$ cat config.mk
export PLATFORM = sky130hd
export DESIGN_NAME = sorted_multi_alarm_scheduler
export DESIGN_NICKNAME = d
export VERILOG_FILES = /design/src/smas_pkg.sv /design/src/sma_cell.sv /design/src/sma_chain.sv /design/src/sorted_multi_alarm_scheduler.sv
export SDC_FILE = /design/constraint.sdc
export NUM_CORES = 2
export LEC_CHECK = 0
export BUFFER_PORTS_ARGS = -buffer_cell sky130_fd_sc_hd__buf_2
export CAP_MARGIN = 15
export CORE_AREA = 2 2 579 581
export CTS_CLUSTER_SIZE = 40
export DETAILED_ROUTE_END_ITERATION = 10
export DIE_AREA = 0 0 581 583
export PLACE_DENSITY = 0.65
export SYNTH_ARGS = -nofsm -noshare
export SYNTH_HDL_FRONTEND = slang
export SYNTH_SLANG_ARGS = --single-unit
$ cat constraint.sdc
create_clock -name clk -period 11.9 [get_ports clk]
set_input_delay 1.19 -clock clk [delete_from_list [all_inputs] [get_ports clk]]
set_output_delay 1.19 -clock clk [all_outputs]
set_load 0.03 [all_outputs]
$ cat src/smas_pkg.sv
// Shared types and constants for the sorted multi-alarm scheduler.
// No dependencies; used by sma_cell, sma_chain and the top level.
package smas_pkg;

	// Default sizes, handed down as top-level parameter defaults
	localparam int MAX_ALARMS_DEF = 16;
	localparam int TIME_BITS_DEF  = 64;

	// Alarm identifiers are fixed by the 4-bit alarm_id field
	localparam int ID_W    = 4;
	localparam int NUM_IDS = 16;

	// Operation codes
	localparam logic [1:0] OP_TICK   = 2'd0;
	localparam logic [1:0] OP_ARM    = 2'd1;
	localparam logic [1:0] OP_CANCEL = 2'd2;
	localparam logic [1:0] OP_NOP    = 2'd3;

	// Input item
	typedef struct packed {
		logic [1:0]      operation;
		logic [ID_W-1:0] alarm_id;
		logic [63:0]     interval_clocks;
		logic            repeat_req;
	} item_t;

	// Result item
	typedef struct packed {
		logic            fired;
		logic [ID_W-1:0] fired_alarm;
		logic            status;
		logic [4:0]      active_count;
		logic [63:0]     next_deadline;
	} result_t;

	// What every cell of the sorted list does this cycle
	typedef enum logic [1:0] {
		CM_HOLD,
		CM_REMOVE,
		CM_INSERT
	} cell_mode_t;

	typedef struct packed {
		cell_mode_t      mode;
		logic [ID_W-1:0] id;
	} cell_ctl_t;

endpackage

$ cat src/sma_cell.sv
// One slot of the deadline-sorted alarm list.
// Depends on smas_pkg; instantiated in a row by sma_chain.
module sma_cell #(
	parameter int TIME_BITS = smas_pkg::TIME_BITS_DEF
) (
	input  logic                    clk,
	input  logic                    arst_n,
	input  smas_pkg::cell_ctl_t     ctl,
	input  logic [TIME_BITS-1:0]    new_dl,
	// removal: some cell left of here (in) or at or left of here (out) matched
	input  logic                    kill_in,
	output logic                    kill_out,
	// insertion: left neighbor is empty or its deadline is at or past the new one
	input  logic                    ge_in,
	output logic                    ge_out,
	// left neighbor's entry (shift right on insert)
	input  logic                    left_valid,
	input  logic [smas_pkg::ID_W-1:0] left_id,
	input  logic [TIME_BITS-1:0]    left_dl,
	// right neighbor's entry (shift left on remove)
	input  logic                    right_valid,
	input  logic [smas_pkg::ID_W-1:0] right_id,
	input  logic [TIME_BITS-1:0]    right_dl,
	// this slot
	output logic                    valid,
	output logic [smas_pkg::ID_W-1:0] id,
	output logic [TIME_BITS-1:0]    deadline
);

	logic                      valid_q;
	logic [smas_pkg::ID_W-1:0] id_q;
	logic [TIME_BITS-1:0]      dl_q;
	logic                      hit;
	logic                      ge;
	logic                      take_left;
	logic                      take_right;
	logic                      take_new;

	// Local decisions; removal kill flag ripples along the row
	assign hit      = valid_q && (id_q == ctl.id);
	assign kill_out = kill_in | hit;
	assign ge       = !valid_q || (dl_q >= new_dl);
	assign ge_out   = ge;

	assign take_right = (ctl.mode == smas_pkg::CM_REMOVE) && kill_out;
	assign take_left  = (ctl.mode == smas_pkg::CM_INSERT) && ge_in;
	assign take_new   = (ctl.mode == smas_pkg::CM_INSERT) && ge && !ge_in;

	// Valid bit
	always_ff @(posedge clk or negedge arst_n) begin
		if (!arst_n) begin
			valid_q <= 1'b0;
		end else if (take_right) begin
			valid_q <= right_valid;
		end else if (take_left) begin
			valid_q <= left_valid;
		end else if (take_new) begin
			valid_q <= 1'b1;
		end
	end

	// Entry payload
	always_ff @(posedge clk) begin
		if (take_right) begin
			id_q <= right_id;
			dl_q <= right_dl;
		end else if (take_left) begin
			id_q <= left_id;
			dl_q <= left_dl;
		end else if (take_new) begin
			id_q <= ctl.id;
			dl_q <= new_dl;
		end
	end

	assign valid    = valid_q;
	assign id       = id_q;
	assign deadline = dl_q;

endmodule

$ cat src/sma_chain.sv
// Row of sma_cell slots forming the sorted alarm list, head at slot zero.
// Depends on smas_pkg and sma_cell.
module sma_chain #(
	parameter int MAX_ALARMS = smas_pkg::MAX_ALARMS_DEF,
	parameter int TIME_BITS  = smas_pkg::TIME_BITS_DEF
) (
	input  logic                      clk,
	input  logic                      arst_n,
	input  smas_pkg::cell_ctl_t       ctl,
	input  logic [TIME_BITS-1:0]      new_dl,
	output logic                      head_valid,
	output logic [smas_pkg::ID_W-1:0] head_id,
	output logic [TIME_BITS-1:0]      head_dl,
	output logic [MAX_ALARMS-1:0]     valids
);

	logic [MAX_ALARMS-1:0]      kill;
	logic [MAX_ALARMS-1:0]      ge;
	logic [MAX_ALARMS-1:0]      v;
	logic [smas_pkg::ID_W-1:0]  ids [MAX_ALARMS];
	logic [TIME_BITS-1:0]       dls [MAX_ALARMS];

	// Neighbor wiring; ends see an empty entry, and the first cell sees no kill or ge flag
	for (genvar k = 0; k < MAX_ALARMS; k++) begin : g_cell
		logic                      kin;
		logic                      gin;
		logic                      lv;
		logic [smas_pkg::ID_W-1:0] lid;
		logic [TIME_BITS-1:0]      ldl;
		logic                      rv;
		logic [smas_pkg::ID_W-1:0] rid;
		logic [TIME_BITS-1:0]      rdl;

		if (k == 0) begin : g_first
			assign kin = 1'b0;
			assign gin = 1'b0;
			assign lv  = 1'b0;
			assign lid = '0;
			assign ldl = '0;
		end else begin : g_mid
			assign kin = kill[k-1];
			assign gin = ge[k-1];
			assign lv  = v[k-1];
			assign lid = ids[k-1];
			assign ldl = dls[k-1];
		end

		if (k == MAX_ALARMS-1) begin : g_last
			assign rv  = 1'b0;
			assign rid = '0;
			assign rdl = '0;
		end else begin : g_inner
			assign rv  = v[k+1];
			assign rid = ids[k+1];
			assign rdl = dls[k+1];
		end

		sma_cell #(
			.TIME_BITS(TIME_BITS)
		) u_cell (
			.clk         (clk),
			.arst_n      (arst_n),
			.ctl         (ctl),
			.new_dl      (new_dl),
			.kill_in     (kin),
			.kill_out    (kill[k]),
			.ge_in       (gin),
			.ge_out      (ge[k]),
			.left_valid  (lv),
			.left_id     (lid),
			.left_dl     (ldl),
			.right_valid (rv),
			.right_id    (rid),
			.right_dl    (rdl),
			.valid       (v[k]),
			.id          (ids[k]),
			.deadline    (dls[k])
		);
	end

	assign head_valid = v[0];
	assign head_id    = ids[0];
	assign head_dl    = dls[0];
	assign valids     = v;

endmodule

$ cat src/sorted_multi_alarm_scheduler.sv
// Sorted multi-alarm scheduler: time counter, per-alarm settings and control.
// Depends on smas_pkg and sma_chain (which uses sma_cell).
//
// An item is taken when start is high and busy is low; its one result shows on
// result for the single cycle that done is high, and the receiver cannot stall
// it. A tick without re-arm, a cancel, a rejected arm or a no-op goes through
// the removal state only; an arm that enters the list and a tick that fires a
// periodic alarm go through the removal state and then the insertion state.
// busy drops in the done cycle, so a new item is taken only once the last is
// done. The list is a row of cells that does one removal pass and then one
// insertion pass, each shifting entries between neighbors; the insertion pass
// also forms the new deadline as one add feeding the cell compares.
module sorted_multi_alarm_scheduler #(
	parameter int MAX_ALARMS = smas_pkg::MAX_ALARMS_DEF,
	parameter int TIME_BITS  = smas_pkg::TIME_BITS_DEF
) (
	input  logic              clk,
	input  logic              arst_n,
	input  logic              start,
	output logic              busy,
	input  smas_pkg::item_t   item,
	output logic              done,
	output smas_pkg::result_t result
);

	localparam int CW = $clog2(MAX_ALARMS + 1);

	typedef enum logic [1:0] {
		ST_IDLE,
		ST_REMOVE,
		ST_INSERT
	} state_t;

	state_t                       state_q;
	smas_pkg::item_t              item_q;
	logic [TIME_BITS-1:0]         now_q;
	logic [CW-1:0]                count_q;
	logic [smas_pkg::NUM_IDS-1:0] active_q;
	logic [smas_pkg::NUM_IDS-1:0] repeat_q;
	logic [TIME_BITS-1:0]         intv_q [smas_pkg::NUM_IDS];
	logic                         done_q;
	logic                         fired_q;
	logic [smas_pkg::ID_W-1:0]    fid_q;
	logic                         status_q;

	smas_pkg::cell_ctl_t          ctl;
	logic [TIME_BITS-1:0]         new_dl;
	logic                         head_valid;
	logic [smas_pkg::ID_W-1:0]    head_id;
	logic [TIME_BITS-1:0]         head_dl;
	logic [MAX_ALARMS-1:0]        valids;

	logic [TIME_BITS-1:0]         now_inc;
	logic                         due;
	logic                         is_arm;
	logic                         id_active;
	logic [CW-1:0]                cnt_after;
	logic [smas_pkg::ID_W-1:0]    ins_id;
	logic [TIME_BITS-1:0]         ins_intv;

	// Tick: advance time, head fires if its deadline is reached
	assign now_inc   = now_q + TIME_BITS'(1);
	assign due       = head_valid && (head_dl <= now_inc);
	assign is_arm    = (item_q.operation == smas_pkg::OP_ARM);
	assign id_active = active_q[item_q.alarm_id];
	assign cnt_after = count_q - CW'(id_active);

	// Insertion: arm uses the item, periodic re-arm uses the stored period
	assign ins_id   = is_arm ? item_q.alarm_id : fid_q;
	assign ins_intv = is_arm ? item_q.interval_clocks[TIME_BITS-1:0] : intv_q[fid_q];
	assign new_dl   = now_q + ins_intv;

	// Command to the cell row
	always_comb begin
		ctl.mode = smas_pkg::CM_HOLD;
		ctl.id   = item_q.alarm_id;
		unique case (state_q)
			ST_REMOVE: begin
				if (item_q.operation == smas_pkg::OP_TICK) begin
					ctl.id = head_id;
					if (due) ctl.mode = smas_pkg::CM_REMOVE;
				end else if (is_arm || item_q.operation == smas_pkg::OP_CANCEL) begin
					if (id_active) ctl.mode = smas_pkg::CM_REMOVE;
				end
			end
			ST_INSERT: begin
				ctl.mode = smas_pkg::CM_INSERT;
				ctl.id   = ins_id;
			end
			default: begin
				ctl.mode = smas_pkg::CM_HOLD;
			end
		endcase
	end

	sma_chain #(
		.MAX_ALARMS(MAX_ALARMS),
		.TIME_BITS (TIME_BITS)
	) u_chain (
		.clk        (clk),
		.arst_n     (arst_n),
		.ctl        (ctl),
		.new_dl     (new_dl),
		.head_valid (head_valid),
		.head_id    (head_id),
		.head_dl    (head_dl),
		.valids     (valids)
	);

	// Item capture
	always_ff @(posedge clk) begin
		if (state_q == ST_IDLE && start) item_q <= item;
	end

	// Stored periods, written by every arm
	always_ff @(posedge clk) begin
		if (state_q == ST_REMOVE && is_arm)
			intv_q[item_q.alarm_id] <= item_q.interval_clocks[TIME_BITS-1:0];
	end

	// Sequencer, time, counts, per-alarm flags and result registers
	always_ff @(posedge clk or negedge arst_n) begin
		if (!arst_n) begin
			state_q  <= ST_IDLE;
			now_q    <= '0;
			count_q  <= '0;
			active_q <= '0;
			repeat_q <= '0;
			done_q   <= 1'b0;
			fired_q  <= 1'b0;
			fid_q    <= '0;
			status_q <= 1'b0;
		end else begin
			done_q <= 1'b0;
			unique case (state_q)
				ST_IDLE: begin
					if (start) begin
						fired_q  <= 1'b0;
						fid_q    <= '0;
						status_q <= 1'b0;
						state_q  <= ST_REMOVE;
					end
				end
				ST_REMOVE: begin
					state_q <= ST_IDLE;
					done_q  <= 1'b1;
					case (item_q.operation)
						smas_pkg::OP_TICK: begin
							now_q <= now_inc;
							if (due) begin
								fired_q           <= 1'b1;
								fid_q             <= head_id;
								active_q[head_id] <= 1'b0;
								count_q           <= count_q - CW'(1);
								if (repeat_q[head_id]) begin
									state_q <= ST_INSERT;
									done_q  <= 1'b0;
								end
							end
						end
						smas_pkg::OP_ARM: begin
							active_q[item_q.alarm_id] <= 1'b0;
							repeat_q[item_q.alarm_id] <= item_q.repeat_req;
							count_q                   <= cnt_after;
							if (cnt_after >= CW'(MAX_ALARMS)) begin
								status_q <= 1'b1;
							end else begin
								state_q <= ST_INSERT;
								done_q  <= 1'b0;
							end
						end
						smas_pkg::OP_CANCEL: begin
							active_q[item_q.alarm_id] <= 1'b0;
							count_q                   <= cnt_after;
						end
						default: begin
							count_q <= count_q;
						end
					endcase
				end
				ST_INSERT: begin
					active_q[ins_id] <= 1'b1;
					count_q          <= count_q + CW'(1);
					state_q          <= ST_IDLE;
					done_q           <= 1'b1;
				end
				default: begin
					state_q <= ST_IDLE;
				end
			endcase
		end
	end

	// Ports
	assign busy                 = (state_q != ST_IDLE);
	assign done                 = done_q;
	assign result.fired         = fired_q;
	assign result.fired_alarm   = fid_q;
	assign result.status        = status_q;
	assign result.active_count  = 5'(count_q);
	assign result.next_deadline = head_valid ? 64'(head_dl) : 64'd0;

	// Checks
	a_done_idle: assert property (@(posedge clk) disable iff (!arst_n)
		done |-> !busy)
		else $error("result strobe while still busy");

	a_count_cells: assert property (@(posedge clk) disable iff (!arst_n)
		$countones(valids) == int'(count_q))
		else $error("list count disagrees with occupied cells");

	a_count_active: assert property (@(posedge clk) disable iff (!arst_n)
		$countones(active_q) == int'(count_q))
		else $error("active flags disagree with list count");

	a_count_max: assert property (@(posedge clk) disable iff (!arst_n)
		count_q <= CW'(MAX_ALARMS))
		else $error("list count beyond capacity");

	a_fire_status: assert property (@(posedge clk) disable iff (!arst_n)
		(done && result.fired) |-> !result.status)
		else $error("fire and full status in one result");

endmodule

Yosys cells after proc, flatten, opt, wreduce, memory -nomap -nowiden
Memories as Yosys holds them, arrays and structs flattened.
Index checks and enable logic that the tools add are counted.
{"block": "op_classes", "add_sub_neg": 5, "order_cmp": 24, "n_eq_ne": 29, "muxes": 190, "bitwise": 20, "reduce_logical": 145}
{"operator": "$mux 64", "n": 48}
{"operator": "$ge 64x64->1", "n": 16}
{"operator": "$mux 4", "n": 51}
{"operator": "$logic_and 1x1->1", "n": 69}
{"operator": "$add 64x1->64 const B", "n": 1}
{"operator": "$add 64x64->64", "n": 1}
{"operator": "$eq 4x4->1", "n": 16}
{"operator": "$le 64x64->1", "n": 1}
{"operator": "$mux 1", "n": 64}
{"operator": "$pmux 16 s2", "n": 2}
{"operator": "$reduce_bool 3->1", "n": 15}
{"operator": "$and 16x16->16", "n": 2}
{"operator": "$not 16->16", "n": 2}
{"operator": "$logic_not 1->1", "n": 31}
{"operator": "$pmux 5 s2", "n": 2}
{"operator": "$logic_or 1x1->1", "n": 17}
{"operator": "$bwmux 16", "n": 1}
{"operator": "$mux 16", "n": 1}
{"operator": "$or 16x16->16", "n": 1}
{"operator": "$pmux 4 s2", "n": 2}
{"operator": "$lt 4x5->1 const B", "n": 3}
{"operator": "$or 1x1->1", "n": 15}
{"operator": "$demux 1 s4", "n": 3}
{"operator": "$ge 4x1->1 const B", "n": 3}
{"operator": "other kinds (20)", "n": 46}
{"block": "totals", "regBits": 1285, "mem_bits_rw": 1024, "inputBits": 74, "wordCells": 475, "memories": 1}
{"memory": "intv_q", "depth": 16, "word_bits": 64, "read_ports": 1, "rd_clocked_by_memory_dff": 0, "write_ports": 1, "line_no": "sorted_multi_alarm_scheduler.sv:40", "text": "logic [TIME_BITS-1:0] intv_q [smas_pkg::NUM_IDS];"}

Depth between registers and ports, before layout
{"block": "logic_depth", "depth_word": 22, "depth_mapped": 37, "ltp_nobuf": 30}

Modules after synthesis
From an unflattened synthesis, not the netlist that was laid out.
{"block": "unflattened", "hier_cells": 11634, "area_unflattened_um2": 137140.3}
{"module": "sma_cell", "instances": 16, "cells_per_inst": 532, "area_each_um2": 5225.0, "seq_area_each_um2": 2067.0}
{"module": "sorted_multi_alarm_scheduler", "instances": 1, "cells_per_inst": 3105, "area_each_um2": 53416.2, "seq_area_each_um2": 35634.2}
{"module": "sma_chain", "instances": 1, "cells_per_inst": 17, "area_each_um2": 123.9, "seq_area_each_um2": 0.0}

Worst setup path after synthesis
No wires, ideal clock.
{"block": "synth_path", "path_kind": "register to register", "from": "reg fid_q[0] (netlist name)", "to": "reg u_chain.g_cell[14].u_cell.dl_q[0] (enable)", "setup_time_ns": 0.888, "t_arrival_ns": 10.107, "required_ns": 11.012, "slack_ns": 0.904, "stages_incl_launch_ff": 32, "n_path_buf": 7, "period_less_slack_ns": 10.996, "cell_sequence": "dfrtp_1 > buf_2 > buf_1 > buf_1 > mux4_2 > mux4_2 > nand2_1 > nand2_1 > ha_1 > a211oi_1 > o21ai_0 > a221oi_1 > a2111oi_0 > a2111o_1 > a31oi_1 > o21ai_0 > a41oi_1 > xnor2_1 > buf_2 > inv_1 > ha_1 > a21o_1 > a21o_1 > a2111oi_0 > nor3b_1 > o21a_1 > o41a_1 > o21ai_0 > buf_2 > buf_2 > clkbuf_1 > nand3_1"}
{"block": "synth_between", "elab_chain_len": 20, "elab_cells_between_ends": 59, "classes_between": "add/sub: 1; order compare: 2; eq/ne: 15; mux: 3; bitwise: 14; reduce/logical: 23; memory: 1"}
{"element": "from (decl)", "line_no": "sorted_multi_alarm_scheduler.sv:43", "text": "logic [smas_pkg::ID_W-1:0] fid_q;"}
{"element": "from (signal assigned)", "line_no": "sorted_multi_alarm_scheduler.sv:152", "text": "fid_q <= head_id;"}
{"element": "parallel branches: the longest is 19 deep, another holds $mem_v2 16x64"}
{"element": "$reduce_bool 3->1 (no line) (*)"}
{"element": "to (signal assigned)", "line_no": "sma_cell.sv:66", "text": "dl_q <= right_dl;"}
{"element": "to (signal assigned)", "line_no": "sma_cell.sv:69", "text": "dl_q <= left_dl;"}
{"element": "to (signal assigned)", "line_no": "sma_cell.sv:72", "text": "dl_q <= new_dl;"}
{"element": "to (decl)", "line_no": "sma_cell.sv:32", "text": "logic [TIME_BITS-1:0] dl_q;"}
Mark *: on every way between the ends.
A chain may end at the register's enable or synchronous reset.

Worst setup path after layout
{"block": "layout_path", "from": "reg fid_q[0] (netlist name)", "to": "reg u_chain.g_cell[2].u_cell.dl_q[46] (enable)"}
{"block": "layout_between", "elab_chain_len": 8, "elab_cells_between_ends": 23, "classes_between": "add/sub: 1; order compare: 2; eq/ne: 3; mux: 3; bitwise: 2; reduce/logical: 11; memory: 1"}
{"element": "$mem_v2 16x64 / $mux 4 (equally long branches)"}
{"element": "$mux 64 / $pmux 4 s2 (equally long branches)", "line_no": "sorted_multi_alarm_scheduler.sv:70, sorted_multi_alarm_scheduler.sv:77"}
{"element": "$add 64x64->64 / $eq 4x4->1 (equally long branches)", "line_no": "sorted_multi_alarm_scheduler.sv:71, sma_cell.sv:40"}
{"element": "$ge 64x64->1 / $logic_and 1x1->1 (equally long branches)", "line_no": "sma_cell.sv:42, sma_cell.sv:40"}
{"element": "$logic_or 1x1->1 / $or 1x1->1 (equally long branches)", "line_no": "sma_cell.sv:42, sma_cell.sv:41"}
{"element": "$logic_and 1x1->1, or another cell as far along", "line_no": "sma_cell.sv:47", "text": "assign take_new = (ctl.mode == smas_pkg::CM_INSERT) && ge && !ge_in;"}
{"element": "$logic_and 1x1->1, on equally long branches", "line_no": "sma_cell.sv:47, sma_cell.sv:45"}
{"element": "$reduce_bool 3->1 (no line) (*)"}
{"element": "to (signal assigned)", "line_no": "sma_cell.sv:66"}
{"element": "to (signal assigned)", "line_no": "sma_cell.sv:69"}
{"element": "to (signal assigned)", "line_no": "sma_cell.sv:72"}
{"element": "to (decl)", "line_no": "sma_cell.sv:32"}
Every way passes the cells marked *; elsewhere a longest branch is shown, timed or not.

==> metrics.txt <==
outcome=finished clean; yosys warns=0; Worst Max-Slew Pin Slew=1.44 ns; Net Sw Power=15.5 mW; Avg Inst Size Synth=12.1 µm²; Final Setup Violations=0; HPWL after DPL=298,000 µm; Post-synth ARST share=5.46%; global route total overflow=0; Hold Crit Class=primary input to async pin; WL per Instance=27.3 µm; DR iter-0 viols=11,462; Multi-input gate area=61,900 µm²; final hold vios=0; switch share=40.7%; Fin Clk Skew=0.0957 ns; total track usage=24.7%; residual DRC count=0; RSZ-0062 raised after global routing=no; # nets final=12,356; Logic pwr share=45.1%; Die Height=583 µm; ys flop type=edfxtp_1; RR Startpoint=fid_q[0]$_DFFE_PN0P_; # rows=212; slew margin rel.=2.67%; CP Launch Point=fid_q[0]$_DFFE_PN0P_; DIE AREA=339,000 µm²; number of top-level pins=151; crit path kind=flip-flop to flip-flop; Pwr Density=257 nW/µm²; Max FO, Critical Path=57; clk sinks=2,309; first-pass GRT wire length=629,000 µm; Initial Util=39.9%; Post-Syn Area=133,000 µm²; syn_nets=12,233; Critical-path top delay cell=dfrtp_4; final instance area=148,000 µm²; CTS resizes=0; count of cell types in the netlist=110; DRT Pass-1 Iters=6; Critical Path Sink Type=flip-flop; number of global-route vias before repair=92,425; share of cells above drive strength 1=13.0%; register area=68,000 µm²; Sum Neg Setup Slack=0 ns; critical path's largest stage delay=0.73 ns; fillers=30,183; area grow syn2layout=11.9%; EDFF count, synth=2,115; Max-Cap Viols=0; largest net degree at the start of global routing=140; Pint=22.6 mW; post-layout util=44.7%; WL final=429,000 µm; Max Root-Sink Buffers=4; antenna-violating nets left=0; core area=332,000 µm²; worst vdd ir=0.000172 V; Skew-Pair Late Insertion Delay=0.88 ns; Critical Path Start Type=flip-flop; Sequential Power Share=33.4%; clock share of power=21.5%; clk slew on worst S/H paths=0.06 ns; dpl cell area=140,000 µm²; port bufs=150; # Post-CTS Setup Buffers=0; initial antenna violation count=20; H-tree Lvls=5; gp weighted congestion=0.982; Seq/Total Area, Yosys=51.3%; Root Buffer=clkbuf_16; Period minus WS final=11.10 ns; number of CTS-inserted buffers=269; CTS tree=built; Leakage=55.7 nW; #FFs+latches synth=2,309; worst endpoint data arrival time=11.72 ns; highest clock rate=0.0901 GHz; ratio of final minimum period to clock period=93.3%; CP Data Required Time=12.52 ns; cell count after synthesis=11,011; routed vias=95,910; Non-Filler Instances=15,728; Die Wd=581 µm; vias per cell=6.10; Slew Viols, Final=0; cts hold-fix bufs=0; Placed Cells=15,249
## state kept, by name, indices dropped and copies added (netlist names)
| signal | flops |
|---|---|
| active_q | 16 |
| count_q | 5 |
| done | 1 |
| fid_q | 4 |
| fired_q | 1 |
| intv_q | 1024 |
| item_q | 71 |
| now_q | 64 |
| repeat_q | 16 |
| state_q | 2 |
| status_q | 1 |
| u_chain.g_cell.u_cell.deadline | 1024 |
| u_chain.g_cell.u_cell.id | 64 |
| u_chain.g_cell.u_cell.valid | 16 |
## cells in the final DEF, fill, tap and decap left out, drive strengths merged, types with 23 or more instances in the layout
cell,instances
clkbuf,344
clkinv,91
buf,491
nand3,153
o21ai,771
a21o,302
o211ai,57
and3,39
a221o,23
a211oi,120
mux2,105
nand2b,53
edfxtp,2115
nor2b,59
o21a,38
mux2i,868
o22ai,55
a31oi,63
xnor2,139
dfxtp,68
nand2,1067
inv,181
dfrtp,126
a311oi,28
or3,25
nor4,30
nor3,184
a21oi,770
nor2,754
mux4,315
ha,1147
a2111oi,30
and2,79
nand4,209
xor2,104
## routing by layer
layer / track usage [%] / vias to the layer above / share of wire [%]
met5: 0 / - / 0.028
met4: 11.2 / 16 / 5.1
met3: 4.21 / 906 / 9.0
met2: 38.6 / 4706 / 45
met1: 33.6 / 47763 / 41
li1: - / 42519 / -
## worst paths after layout
check / to / slack, ns / cells after the start
min reg2reg: active_q[11]$_DFFE_PN0P_ / 0.50 / 1
min in group clk: item_q[30]$_DFFE_PP_ / 0.49 / 1
max reg2reg: u_chain.g_cell[2].u_cell.deadline[46]$_DFFE_PP_ / 0.80 / 30
min: count_q[3]$_DFFE_PN0P_ / 0.27 / 1
max: u_chain.g_cell[2].u_cell.deadline[46]$_DFFE_PP_ / 0.80 / 30
max in group asynchronous: u_chain.g_cell[14].u_cell.valid$_DFFE_PN0P_ / 9.92 / 3
## power groups by stage
stage                     clock, mW  combinational [mW]  sequential, mW
after floorplan                   0                11.2            12.2
after global placement            0                16.4            12.8
after detailed placement          0                16.7            12.8
after CTS                      8.30                16.9            12.6
after global routing           8.59                18.8            12.8
final                          8.20                17.2            12.7
## layout make-up
| cell class | count | area share (%) |
|---|---|---|
| Sequential cell | 2309 | 45.8 |
| Inverter | 170 | 0.433 |
| Clock buffer | 344 | 4.89 |
| Antenna cell | 6 | 0.0101 |
| Clock inverter | 128 | 0.844 |
| Timing Repair Buffer | 491 | 2.61 |
| Multi-Input combinational cell | 7893 | 41.7 |
| Tap cell | 4387 | 3.70 |
## Yosys cell counts (68+ instances only)
master | instances | area [µm²]
edfxtp_1 | 2115 | 63500
dfrtp_1 | 126 | 3150
nand3_1 | 150 | 751
nor2_1 | 752 | 2820
a21o_1 | 302 | 2270
mux4_2 | 315 | 7090
xnor2_1 | 139 | 1220
nand2_1 | 1065 | 4000
nand4_1 | 208 | 1300
mux2_2 | 101 | 1140
and2_1 | 79 | 494
a21oi_1 | 770 | 3850
a211oi_1 | 100 | 751
mux2i_1 | 867 | 8680
inv_1 | 166 | 623
dfxtp_1 | 68 | 1360
nor3_1 | 181 | 906
xor2_1 | 103 | 902
buf_2 | 155 | 776
ha_1 | 1147 | 14400
clkbuf_1 | 371 | 1390
o21ai_0 | 763 | 3820
## logic make-up (layout without fill, tap and decap cells)
logic type	count (synthesis)	in the layout	synth area share [%]
simple gates	2731	2731	9.30
buf+inv	809	1133	2.67
flops	2309	2309	51.3
fa+ha+maj	1153	1153	10.9
compound gates	2478	2478	11.5
xor+xnor	243	243	1.61
mux	1288	1288	12.8
other cells	0	6	0
## per-stage QoR
| stage | power [mW] | worst slack, ns | hold slack (ns) |
|---|---|---|---|
| finish | 38.1 | 0.801 | 0.266 |
| global route | 40.2 | 0.404 | 0.278 |
| CTS | 37.8 | 0.865 | 0.241 |
| detailed placement | 29.5 | 0.903 | 0.487 |
| global placement | 29.2 | 0.251 | 0.482 |
| floorplan | 23.4 | 0.904 | 0.465 |
## critical path: cells and delay by family, from the launching register on
family	cells	cell delay [ns]
AO/OA/AOI/OAI	14	4.61
multiplexers	1	0.54
buffers and inverters	6	2.19
XOR/XNOR	1	0.14
flip-flops	1	0.73
adder cells (fa/ha/maj)	3	1.20
AND/OR/NAND/NOR	5	1.26
Note: power is estimated with default switching activity, not from simulation.
